--- src/rtl/imm_pkg.sv ---
`timescale 1ns / 1ps
// imm_pkg: shared types, constants and the microprogram of the integer matrix multiplier
// no dependencies; used by integer_matrix_multiply_core
package imm_pkg;

  localparam int CFG_W    = 4;   // width of one size register
  localparam int NUM_CFG  = 4;
  localparam int CFG_AW   = 2;
  localparam int PROD_W   = 35;
  localparam int POS_OUT_W = 3;  // row and column fields
  localparam int OP_W     = 2;

  typedef enum logic [CFG_AW-1:0] {
    REG_ROWS_A = 2'd0,
    REG_COLS_A = 2'd1,
    REG_ROWS_B = 2'd2,
    REG_COLS_B = 2'd3
  } reg_idx_t;

  typedef enum logic [OP_W-1:0] {
    OP_LOAD_A  = 2'd0,
    OP_LOAD_B  = 2'd1,
    OP_COMPUTE = 2'd2,
    OP_NOP     = 2'd3
  } op_t;

  // microprogram step addresses
  typedef enum logic [3:0] {
    S_IDLE  = 4'd0,
    S_CHECK = 4'd1,
    S_ELEM  = 4'd2,
    S_READ  = 4'd3,
    S_MUL   = 4'd4,
    S_ACC   = 4'd5,
    S_EMIT  = 4'd6,
    S_STEP  = 4'd7,
    S_ERR   = 4'd8
  } upc_t;

  typedef enum logic [2:0] {
    C_NEVER       = 3'd0,
    C_ALWAYS      = 3'd1,
    C_NOT_COMPUTE = 3'd2,
    C_MISMATCH    = 3'd3,
    C_K_MORE      = 3'd4,
    C_ELEM_LAST   = 3'd5
  } cond_t;

  typedef struct packed {
    logic  accept;     // input channel open
    logic  init_run;   // clear row and column walk
    logic  init_elem;  // clear sum, set addresses for one element
    logic  mul_en;     // register the product of the read pair
    logic  acc_en;     // add product, step k and addresses
    logic  emit_prod;  // load a product result and step the element
    logic  emit_err;   // load the mismatch result
    logic  wait_out;   // hold here until the output register is free
    cond_t cond;
    upc_t  target;
  } uword_t;

  function automatic uword_t imm_ucode(input upc_t step);
    uword_t w;
    w = '0;
    w.cond = C_NEVER;
    w.target = S_IDLE;
    case (step)
      S_IDLE: begin
        w.accept = 1'b1;
        w.cond = C_NOT_COMPUTE;
        w.target = S_IDLE;
      end
      S_CHECK: begin
        w.init_run = 1'b1;
        w.cond = C_MISMATCH;
        w.target = S_ERR;
      end
      S_ELEM: w.init_elem = 1'b1;
      S_READ: w.cond = C_NEVER;
      S_MUL: w.mul_en = 1'b1;
      S_ACC: begin
        w.acc_en = 1'b1;
        w.cond = C_K_MORE;
        w.target = S_READ;
      end
      S_EMIT: begin
        w.emit_prod = 1'b1;
        w.wait_out = 1'b1;
        w.cond = C_ELEM_LAST;
        w.target = S_IDLE;
      end
      S_STEP: begin
        w.cond = C_ALWAYS;
        w.target = S_ELEM;
      end
      S_ERR: begin
        w.emit_err = 1'b1;
        w.wait_out = 1'b1;
        w.cond = C_ALWAYS;
        w.target = S_IDLE;
      end
      default: begin
        w.cond = C_ALWAYS;
        w.target = S_IDLE;
      end
    endcase
    return w;
  endfunction

  // zero counts as one, anything above the limit as the limit
  function automatic logic [CFG_W-1:0] imm_dim(input logic [CFG_W-1:0] v,
                                               input logic [CFG_W-1:0] maxd);
    logic [CFG_W-1:0] r;
    r = v;
    if (v == '0) r = CFG_W'(1);
    else if (v > maxd) r = maxd;
    return r;
  endfunction

endpackage

--- src/rtl/integer_matrix_multiply_core.sv ---
`timescale 1ns / 1ps
// integer_matrix_multiply_core: signed matrix product driven by a microcoded sequencer
// depends on imm_pkg and imm_ram
//
// usage
// - cfg_we/cfg_addr/cfg_wdata set rows_a, cols_a, rows_b, cols_b (index 0..3), only while idle
// - s_tuser holds the operation, s_tdata the element; load A and load B items each
//   write the next element of that matrix in row-major order
// - a compute item checks cols_a against rows_b; on a mismatch one item comes out with
//   m_tuser set, else rows_a x cols_b products in row-major order, the last with m_tlast
// - sequence: after a compute item is accepted the check step runs; a mismatch result is
//   loaded at the error step, else a product run walks the read, multiply and add steps
//   of the shared multiplier for each term; s_tready is low meanwhile
// - results sit in one output register; a stall on m_tready holds the sequencer at its emit
//   or error step, and the input side stays open for loads while a last result waits
// - reset clears the size registers to 1, both load positions to 0 and the output valid
//   flag; matrix stores keep no reset value
module integer_matrix_multiply_core
  import imm_pkg::*;
#(
  parameter int MAX_DIM   = 8,
  parameter int ELEM_BITS = 16
) (
  input  logic                                  clk,
  input  logic                                  rst,
  input  logic                                  cfg_we,
  input  logic [CFG_AW-1:0]                     cfg_addr,
  input  logic [CFG_W-1:0]                      cfg_wdata,
  input  logic                                  s_tvalid,
  output logic                                  s_tready,
  input  logic [((ELEM_BITS + 7) / 8) * 8 - 1:0] s_tdata,  // element
  input  logic [OP_W-1:0]                       s_tuser,  // operation
  output logic                                  m_tvalid,
  input  logic                                  m_tready,
  output logic [47:0]                           m_tdata,  // product, row, column, zero fill
  output logic                                  m_tuser,  // status
  output logic                                  m_tlast
);

  localparam int DEPTH = MAX_DIM * MAX_DIM;
  localparam int AW    = DEPTH > 1 ? $clog2(DEPTH) : 1;
  localparam int PW    = $clog2(DEPTH + 1);
  localparam int IW    = MAX_DIM > 1 ? $clog2(MAX_DIM) : 1;
  localparam int SW    = AW > CFG_W ? AW : CFG_W;
  localparam int MW    = 2 * ELEM_BITS;
  localparam int XW    = MW > PROD_W ? MW : PROD_W;
  localparam int TD_W  = 48;
  localparam logic [CFG_W-1:0] MAXD = CFG_W'(MAX_DIM);

  logic [CFG_W-1:0] rows_a, cols_a, rows_b, cols_b;
  logic [CFG_W-1:0] ra, ca, rb, cb;
  logic [PW-1:0]    pos_a, pos_b;
  upc_t             upc, upc_next;
  uword_t           uw;
  op_t              s_op;
  logic             in_acc, slot_free, stall, take;
  logic             k_last, j_last, elem_last;
  logic [IW-1:0]    i_cnt, j_cnt, k_cnt;
  logic [AW-1:0]    row_base, addr_a, addr_b;
  logic             we_a, we_b;
  logic signed [ELEM_BITS-1:0] rd_a, rd_b;
  logic signed [MW-1:0]        prod;
  logic [PROD_W-1:0]           acc, prod_ext;
  logic [PROD_W-1:0]           out_prod;
  logic [POS_OUT_W-1:0]        out_row, out_col;
  logic                        out_status, out_last;
  logic                        do_emit_prod, do_emit_err;

  assign s_op = op_t'(s_tuser);
  assign ra = imm_dim(rows_a, MAXD);
  assign ca = imm_dim(cols_a, MAXD);
  assign rb = imm_dim(rows_b, MAXD);
  assign cb = imm_dim(cols_b, MAXD);

  assign k_last    = (CFG_W'(k_cnt) + CFG_W'(1)) == ca;
  assign j_last    = (CFG_W'(j_cnt) + CFG_W'(1)) == cb;
  assign elem_last = j_last && ((CFG_W'(i_cnt) + CFG_W'(1)) == ra);
  assign slot_free = !m_tvalid || m_tready;

  // control word decode
  always_comb begin
    uw = imm_ucode(upc);
    stall = uw.wait_out && !slot_free;
    s_tready = uw.accept;
    in_acc = s_tvalid && uw.accept;
    we_a = in_acc && s_op == OP_LOAD_A && pos_a < PW'(DEPTH);
    we_b = in_acc && s_op == OP_LOAD_B && pos_b < PW'(DEPTH);
    do_emit_prod = uw.emit_prod && !stall;
    do_emit_err = uw.emit_err && !stall;
  end

  // sequencer next step
  always_comb begin
    case (uw.cond)
      C_NEVER:       take = 1'b0;
      C_ALWAYS:      take = 1'b1;
      C_NOT_COMPUTE: take = !(s_tvalid && s_op == OP_COMPUTE);
      C_MISMATCH:    take = ca != rb;
      C_K_MORE:      take = !k_last;
      C_ELEM_LAST:   take = elem_last;
      default:       take = 1'b0;
    endcase
    if (stall) upc_next = upc;
    else if (take) upc_next = uw.target;
    else upc_next = upc_t'(upc + 4'd1);
  end

  always_ff @(posedge clk) begin
    if (rst) begin
      upc <= S_IDLE;
      rows_a <= CFG_W'(1);
      cols_a <= CFG_W'(1);
      rows_b <= CFG_W'(1);
      cols_b <= CFG_W'(1);
      pos_a <= '0;
      pos_b <= '0;
    end else begin
      upc <= upc_next;
      if (cfg_we) begin
        case (reg_idx_t'(cfg_addr))
          REG_ROWS_A: rows_a <= cfg_wdata;
          REG_COLS_A: cols_a <= cfg_wdata;
          REG_ROWS_B: rows_b <= cfg_wdata;
          REG_COLS_B: cols_b <= cfg_wdata;
          default: ;
        endcase
      end
      if (in_acc && s_op == OP_COMPUTE) begin
        pos_a <= '0;
        pos_b <= '0;
      end else begin
        if (we_a) pos_a <= pos_a + PW'(1);
        if (we_b) pos_b <= pos_b + PW'(1);
      end
    end
  end

  imm_ram #(.WIDTH(ELEM_BITS), .DEPTH(DEPTH)) u_store_a (
    .clk   (clk),
    .we    (we_a),
    .waddr (pos_a[AW-1:0]),
    .wdata (s_tdata[ELEM_BITS-1:0]),
    .raddr (addr_a),
    .rdata (rd_a)
  );

  imm_ram #(.WIDTH(ELEM_BITS), .DEPTH(DEPTH)) u_store_b (
    .clk   (clk),
    .we    (we_b),
    .waddr (pos_b[AW-1:0]),
    .wdata (s_tdata[ELEM_BITS-1:0]),
    .raddr (addr_b),
    .rdata (rd_b)
  );

  assign prod_ext = PROD_W'(XW'(prod));

  // datapath
  always_ff @(posedge clk) begin
    if (uw.init_run) begin
      i_cnt <= '0;
      j_cnt <= '0;
      row_base <= '0;
    end
    if (uw.init_elem) begin
      k_cnt <= '0;
      acc <= '0;
      addr_a <= row_base;
      addr_b <= AW'(j_cnt);
    end
    if (uw.mul_en) begin
      prod <= rd_a * rd_b;
    end
    if (uw.acc_en) begin
      acc <= acc + prod_ext;
      k_cnt <= k_cnt + IW'(1);
      addr_a <= addr_a + AW'(1);
      addr_b <= AW'(SW'(addr_b) + SW'(cb));
    end
    if (do_emit_prod) begin
      if (j_last) begin
        j_cnt <= '0;
        i_cnt <= i_cnt + IW'(1);
        row_base <= AW'(SW'(row_base) + SW'(ca));
      end else begin
        j_cnt <= j_cnt + IW'(1);
      end
    end
  end

  // output register
  always_ff @(posedge clk) begin
    if (rst) begin
      m_tvalid <= 1'b0;
    end else if (do_emit_prod || do_emit_err) begin
      m_tvalid <= 1'b1;
    end else if (m_tready) begin
      m_tvalid <= 1'b0;
    end
  end

  always_ff @(posedge clk) begin
    if (do_emit_prod) begin
      out_prod <= acc;
      out_row <= POS_OUT_W'(i_cnt);
      out_col <= POS_OUT_W'(j_cnt);
      out_status <= 1'b0;
      out_last <= elem_last;
    end else if (do_emit_err) begin
      out_prod <= '0;
      out_row <= '0;
      out_col <= '0;
      out_status <= 1'b1;
      out_last <= 1'b1;
    end
  end

  assign m_tdata = {(TD_W - PROD_W - 2 * POS_OUT_W)'(0), out_col, out_row, out_prod};
  assign m_tuser = out_status;
  assign m_tlast = out_last;

  a_err_is_last: assert property (@(posedge clk) disable iff (rst)
    m_tvalid && m_tuser |-> m_tlast)
    else $error("mismatch result without last");

  a_pos_bound: assert property (@(posedge clk) disable iff (rst)
    pos_a <= PW'(DEPTH) && pos_b <= PW'(DEPTH))
    else $error("load position beyond store depth");

  a_run_clears_pos: assert property (@(posedge clk) disable iff (rst)
    s_tvalid && s_tready && s_op == OP_COMPUTE |=> pos_a == '0 && pos_b == '0)
    else $error("load positions not cleared by compute");

  a_k_in_range: assert property (@(posedge clk) disable iff (rst)
    upc == S_ACC |-> CFG_W'(k_cnt) < ca)
    else $error("term index beyond inner dimension");

endmodule

--- src/rtl/imm_ram.sv ---
`timescale 1ns / 1ps
// imm_ram: generic single write port, single read port ram with registered read
// no dependencies
module imm_ram #(
  parameter int WIDTH = 16,
  parameter int DEPTH = 64
) (
  input  logic                                  clk,
  input  logic                                  we,
  input  logic [(DEPTH > 1 ? $clog2(DEPTH) : 1)-1:0] waddr,
  input  logic [WIDTH-1:0]                      wdata,
  input  logic [(DEPTH > 1 ? $clog2(DEPTH) : 1)-1:0] raddr,
  output logic [WIDTH-1:0]                      rdata
);

  logic [WIDTH-1:0] mem [DEPTH];

  always_ff @(posedge clk) begin
    if (we) begin
      mem[waddr] <= wdata;
    end
    rdata <= mem[raddr];
  end

endmodule
--- config.mk ---
export PLATFORM = sky130hd
export DESIGN_NAME = integer_matrix_multiply_core
export DESIGN_NICKNAME = d
export VERILOG_FILES = /design/src/rtl/imm_pkg.sv /design/src/rtl/integer_matrix_multiply_core.sv /design/src/rtl/imm_ram.sv
export SDC_FILE = /design/constraint.sdc
export NUM_CORES = 2
export LEC_CHECK = 0
export BUFFER_PORTS_ARGS = -buffer_cell sky130_fd_sc_hd__buf_2
export CORE_MARGIN = 2
export CORE_UTILIZATION = 45
export DETAILED_ROUTE_END_ITERATION = 7
export SYNTH_ARGS = -nofsm -noshare
export SYNTH_HDL_FRONTEND = slang
export SYNTH_SLANG_ARGS = --single-unit
--- constraint.sdc ---
create_clock -name clk -period 14.3 [get_ports clk]
set_input_delay 0.715 -clock clk [delete_from_list [all_inputs] [get_ports clk]]
set_output_delay 0.715 -clock clk [all_outputs]
set_load 0.02 [all_outputs]
* Word level (Yosys, flattened, before mapping)
Memory sizes are Yosys's and may differ from the RTL's. A register that Yosys moved wholly into a read port is not among the register bits.
Cells that the tools add are included.
** Word-level totals
- Bits in read-only memories :: 0
- Memories kept :: 2
- Word-level logic and storage cells :: 151
- RAM bits :: 2048
- Output and inout port bits :: 52
- Register bits after elaboration :: 172
- Input bits :: 29
- Bits in latches :: 0
** Memories
- u_store_a.mem :: depth 64, width 16, read ports 1, clocked after Yosys merged registers in 1, wr ports 1, RTL line imm_ram.sv:16 : logic [WIDTH-1:0] mem [DEPTH];
- u_store_b.mem :: depth 64, width 16, read ports 1, clocked after Yosys merged registers in 1, wr ports 1, RTL line imm_ram.sv:16
** Operators by class
- Equality and inequality tests :: 22
- Multiply operators :: 1
- Bitwise gates (word level) :: 0
- Div/mod/pow operators :: 0
- Add/sub/neg operators :: 13
- Shift-type cells :: 0
- Reductions and logical operators :: 36
- Magnitude comparators :: 6
- Mux-type cells :: 50
** Operator list (count)
- 2-to-1 mux 35 bit :: 4
- 2-to-1 mux 6 bit :: 7
- 2-to-1 mux 4 bit :: 9
- adder 35 bit :: 1
- 2-to-1 mux 3 bit :: 11
- multiplier 16 x 16 -> 32 bit :: 1
- zero test 4 bit :: 5
- equality test 4 x 3 -> 1 bit (second input constant) :: 4
- greater-than comparator 4 bit (second input constant) :: 4
- 2-to-1 mux 1 bit :: 16
- one-hot mux 3 bit (5 select lines) :: 1
- adder 7 x 1 -> 7 bit (second input constant) :: 2
- less-than comparator 7 bit (second input constant) :: 2
- adder 3 x 1 -> 4 bit (second input constant) :: 3
- adder 6 x 4 -> 6 bit :: 2
- equality test 4 bit :: 3
- one-hot mux 4 bit (3 select lines) :: 1
- logical AND 1 bit :: 11
- adder 3 x 1 -> 3 bit (second input constant) :: 3
- equality test 4 x 2 -> 1 bit (second input constant) :: 2
- AND reduction 2 bit :: 4
- nonzero test 2 bit :: 4
- adder 6 x 1 -> 6 bit (second input constant) :: 1
- equality test 2 bit (second input constant) :: 3
- 14 further kinds :: 24

* Depth between registers and ports, before layout
- Word-level depth :: 8
- Depth in mapped cells :: 23
- Mapped depth without buffers :: 21

* Modules after synthesis
From an unflattened synthesis, not the netlist that was laid out.
** Second synthesis, totals
- Cells, all modules :: 5581
- Area, all modules :: 99003.7 um^2
** Modules (own cells, without submodules)
- imm_ram :: sequential area each 31069.8 um^2, cells an instance 1829, area an instance 40042.2 um^2, instances 2
- integer_matrix_multiply_core :: sequential area each 4714.5 um^2, cells an instance 1923, area an instance 18919.4 um^2, instances 1

* Worst setup path before layout
No wires, ideal clock.
- Path kind :: reg2reg
- Start point :: reg u_store_b.rdata[7], read port of u_store_b.mem
- End point :: reg prod[31] (data pin)
- Path buffers :: 1
- Cell stages (with the launch flop) :: 23
- Period minus slack after synthesis :: 6114 ps
- Path slack :: 8186 ps
- Data arrival time :: 5924 ps
- Path through :: dfxtp_1 clkbuf_1 nand2_1 fa_1 inv_1 fa_1 inv_1 fa_1 inv_1 fa_1 fa_1 inv_1 fa_1 inv_1 ha_1 and4_1 nand2_1 a2111oi_0 o211ai_2 a21oi_1 o221ai_2 mux2i_1 a2111oi_2
** On the way
- Cells in the longest elaborated chain, start to end :: 1
** Ends and longest elaborated chain
- from (decl) :: RTL line imm_ram.sv:13 : output logic [WIDTH-1:0] rdata
- multiplier 16 x 16 -> 32 bit :: RTL line integer_matrix_multiply_core.sv:172 : prod <= rd_a * rd_b;
- to (signal assigned) :: RTL line integer_matrix_multiply_core.sv:172
- to (decl) :: RTL line integer_matrix_multiply_core.sv:62 : logic signed [MW-1:0] prod;
Every way passes these cells.
A chain may end at the register's enable or synchronous reset.

* Final worst setup path
- Start point :: reg u_store_a.rdata[11], read port of u_store_a.mem
- End point :: reg prod[26] (data pin)
** On the way
- Cells in the longest elaborated chain, start to end :: 1
** Ends and longest elaborated chain (RTL line)
- from (decl) :: imm_ram.sv:13
- multiplier 16 x 16 -> 32 bit :: integer_matrix_multiply_core.sv:172
Every way passes these cells.

==> summary.md <==
| Metric | Value |
|---|---|
| Gpl congestion | `0.834` |
| Clk slew on worst S/H paths | `0.06 ns` |
| Crit share post-route | `0.485` |
| Synth Register Bits | `2252` |
| Pin count of the biggest net entering global routing | `114` |
| # IOs | `81` |
| Minimum clock period | `6.94 ns` |
| Std-Cell Rows | `170` |
| Die ar. | `0.220 sq mm` |
| Worst r2r path cells | `19` |
| Clock skew | `0.0601 ns` |
| Number of global-route vias before repair | `47700` |
| Syn_area_per_cell | `19.5 sq um` |
| Post-synthesis adder-cell area fraction | `0.0716` |
| Final Hold Violating Endpoints | `0` |
| Largest family of logic cells by synthesized area | `multiplexers` |
| All-Layer GR Usage | `0.206` |
| DRT Pass-1 Iters | `6` |
| Die height | `470 um` |
| Warnings, synthesis | `0` |
| Buffers inserted by post-CTS timing repair | `0` |
| Hold path depth | `2` |
| Overflow after GRT | `0` |
| # setup viols final | `0` |
| Layout cells sized above 1 | `0.229` |
| Storage cell area | `0.0669 sq mm` |
| Number of port buffers | `73` |
| Kind of critical path | `flip-flop to flip-flop` |
| Via count | `47300` |
| Primary FF master, synth | `edfxtp_1` |
| Area fraction in compound gates after synthesis | `0.0179` |
| Starting DRT DRC Count | `5014` |
| Fin nets | `5663` |
| HP Class | `primary input to flip-flop` |
| First-pass GRT wire length | `332000 um` |
| RSZ-0062 raised after global routing | `no` |
| Fmax | `144 MHz` |
| Antenna violations before repair | `9` |
| Post-Synth Simple-Gate Area | `0.0375` |
| Area of the multi-input gates | `0.0285 sq mm` |
| Required @ worst endpoint | `14.91 ns` |
| Number of synthesized flops with an enable pin | `2175` |
| Slew headroom | `0.215` |
| Number of routed nets with antenna violations | `0` |
| CTS max path bufs | `3` |
| Via density | `5.72` |
| CP endpoint kind | `flip-flop` |
| Critical Path Source Type | `flip-flop` |
| Core area | `0.215 sq mm` |
| Non-filler instance count after layout | `8265` |
| Ys async rst share | `0` |
| Outcome | `complete, no violations` |
| Cts bufs inserted | `220` |
| Sequential fraction of the synthesis area | `0.686` |
| Crit path arrival time | `7.55 ns` |
| CTS tree | `done` |
| CTS Sinks | `2252` |
| Mux share of post-synthesis cell area | `0.157` |
| CP max FO | `16` |
| WL per Instance | `27.4 um` |
| Dpl cells | `7851` |
| Tightest Pin Transition | `1.18 ns` |
| Mapped cell area | `0.0975 sq mm` |
| Post-DP HPWL | `136000 um` |
| CTS resizes | `0` |
| Most frequent cells in the layout | `edfxtp_1 (2175), mux4_2 (672), inv_1 (314)` |
| Post-synth cell types | `81` |
| Cts hold-fix bufs | `0` |
| Layout fillers | `17000` |
| Htree depth | `4` |
| Max cap viols | `0` |
| Starting density of the core | `0.454` |
| DR DRC count | `0` |
| Worst-skew pair later-pin latency | `0.88 ns` |
| CTS Root Cell | `clkbuf_16` |
| Final WL | `226000 um` |
| Sum of negative setup slack | `0 ns` |
| Area grow syn2layout | `11.5%` |
| Mapped Cells | `4994` |
| Die width | `470 um` |
| Leading cell type in the layout, fill and taps excluded | `edfxtp_1` |
| Xor and xnor area share after synthesis | `0.00736` |
| Pins Over Slew Limit | `0` |
-- critical path, cell delays in order, from the launching register on --
cell,delay [ns]
dfxtp_1,0.78
nand2_1,0.17
fa_1,0.54
fa_1,0.47
fa_1,0.55
inv_1,0.05
fa_1,0.49
fa_1,0.49
inv_1,0.05
fa_1,0.47
inv_1,0.04
ha_1,0.35
a2111oi_0,0.49
o21ai_1,0.17
a41oi_1,0.27
o21ai_1,0.18
nor3_1,0.53
nor2_1,0.14
a41o_1,0.28
xor2_1,0.14
-- kinds of logic (layout without fill, tap and decap cells) --
family / after synthesis / in the layout
AO/OA/AOI/OAI: 258 / 258
XOR/XNOR: 82 / 82
adder cells (fa/ha/maj): 399 / 399
buffers and inverters: 549 / 970
flip-flops: 2252 / 2252
multiplexers: 691 / 691
other: 1 / 13
AND/OR/NAND/NOR: 762 / 762
-- sequential cells by signal, indices dropped and copies added (netlist names), 4 cells and up --
signal,cells
u_store_a.mem,1024
u_store_b.mem,1024
acc,35
out_prod,35
prod,32
u_store_a.rdata,16
u_store_b.rdata,16
pos_a,7
pos_b,7
addr_a,6
addr_b,6
row_base,6
cols_a,4
cols_b,4
rows_a,4
rows_b,4
upc,4
-- cells in the mapped netlist, types with 35 or more instances --
| cell type | count | area share |
|---|---|---|
| edfxtp_1 | 2175 | 0.67 |
| a21o_1 | 35 | 0.0027 |
| and2_1 | 173 | 0.011 |
| inv_1 | 314 | 0.012 |
| xnor2_1 | 51 | 0.0046 |
| mux4_2 | 672 | 0.16 |
| nand3_1 | 36 | 0.0018 |
| dfxtp_1 | 77 | 0.016 |
| a21oi_1 | 55 | 0.0028 |
| buf_2 | 37 | 0.0019 |
| clkbuf_1 | 147 | 0.0057 |
| nand2_1 | 192 | 0.0074 |
| ha_1 | 134 | 0.017 |
| fa_1 | 265 | 0.054 |
| nor2_1 | 244 | 0.0094 |
| o21ai_0 | 51 | 0.0026 |
-- final timing paths --
check             slack [ns]         to                 from
setup / recovery        7.36   prod[26]  u_store_a.rdata[11]
hold / removal          0.10  rows_a[0]         cfg_wdata[0]
setup reg to reg        7.36   prod[26]  u_store_a.rdata[11]
hold reg to reg         0.47  rows_b[0]            rows_b[0]
-- metal layers --
metal | track usage | vias to the layer above | wire length [um]
li1 | - | 20100 | -
met1 | 0.319 | 25400 | 104000
met2 | 0.312 | 1537 | 105000
met3 | 0.0318 | 244 | 14800
met4 | 0.0378 | 0 | 3120
met5 | 0 | - | 0
-- per-stage QoR --
stage	hold WS [ns]	cell area [sq um]	utilization	worst slack, ns
3_3_place_gp	0.449	102000	0.474	7.55
2_1_floorplan	0.426	97500	-	8.19
3_5_place_dp	0.449	102000	0.474	7.36
6_report	0.102	109000	0.506	7.36
5_1_grt	0.0467	109000	0.506	6.88
4_1_cts	0.0352	109000	0.506	7.36
-- area by class of cell --
| class | count | area share |
|---|---|---|
| clock buffers | 279 | 0.0534 |
| clock inverters | 129 | 0.0101 |
| flip-flops and latches | 2252 | 0.615 |
| multi-input cells | 2199 | 0.262 |
| diodes | 6 | 0.000138 |
| inverters | 314 | 0.0108 |
| well taps | 2838 | 0.0327 |
| repair buffers | 248 | 0.0163 |
Power is left out: the tool's default activity adds up to more than one toggle a clock period on the data nets, which glitch-free logic cannot reach.
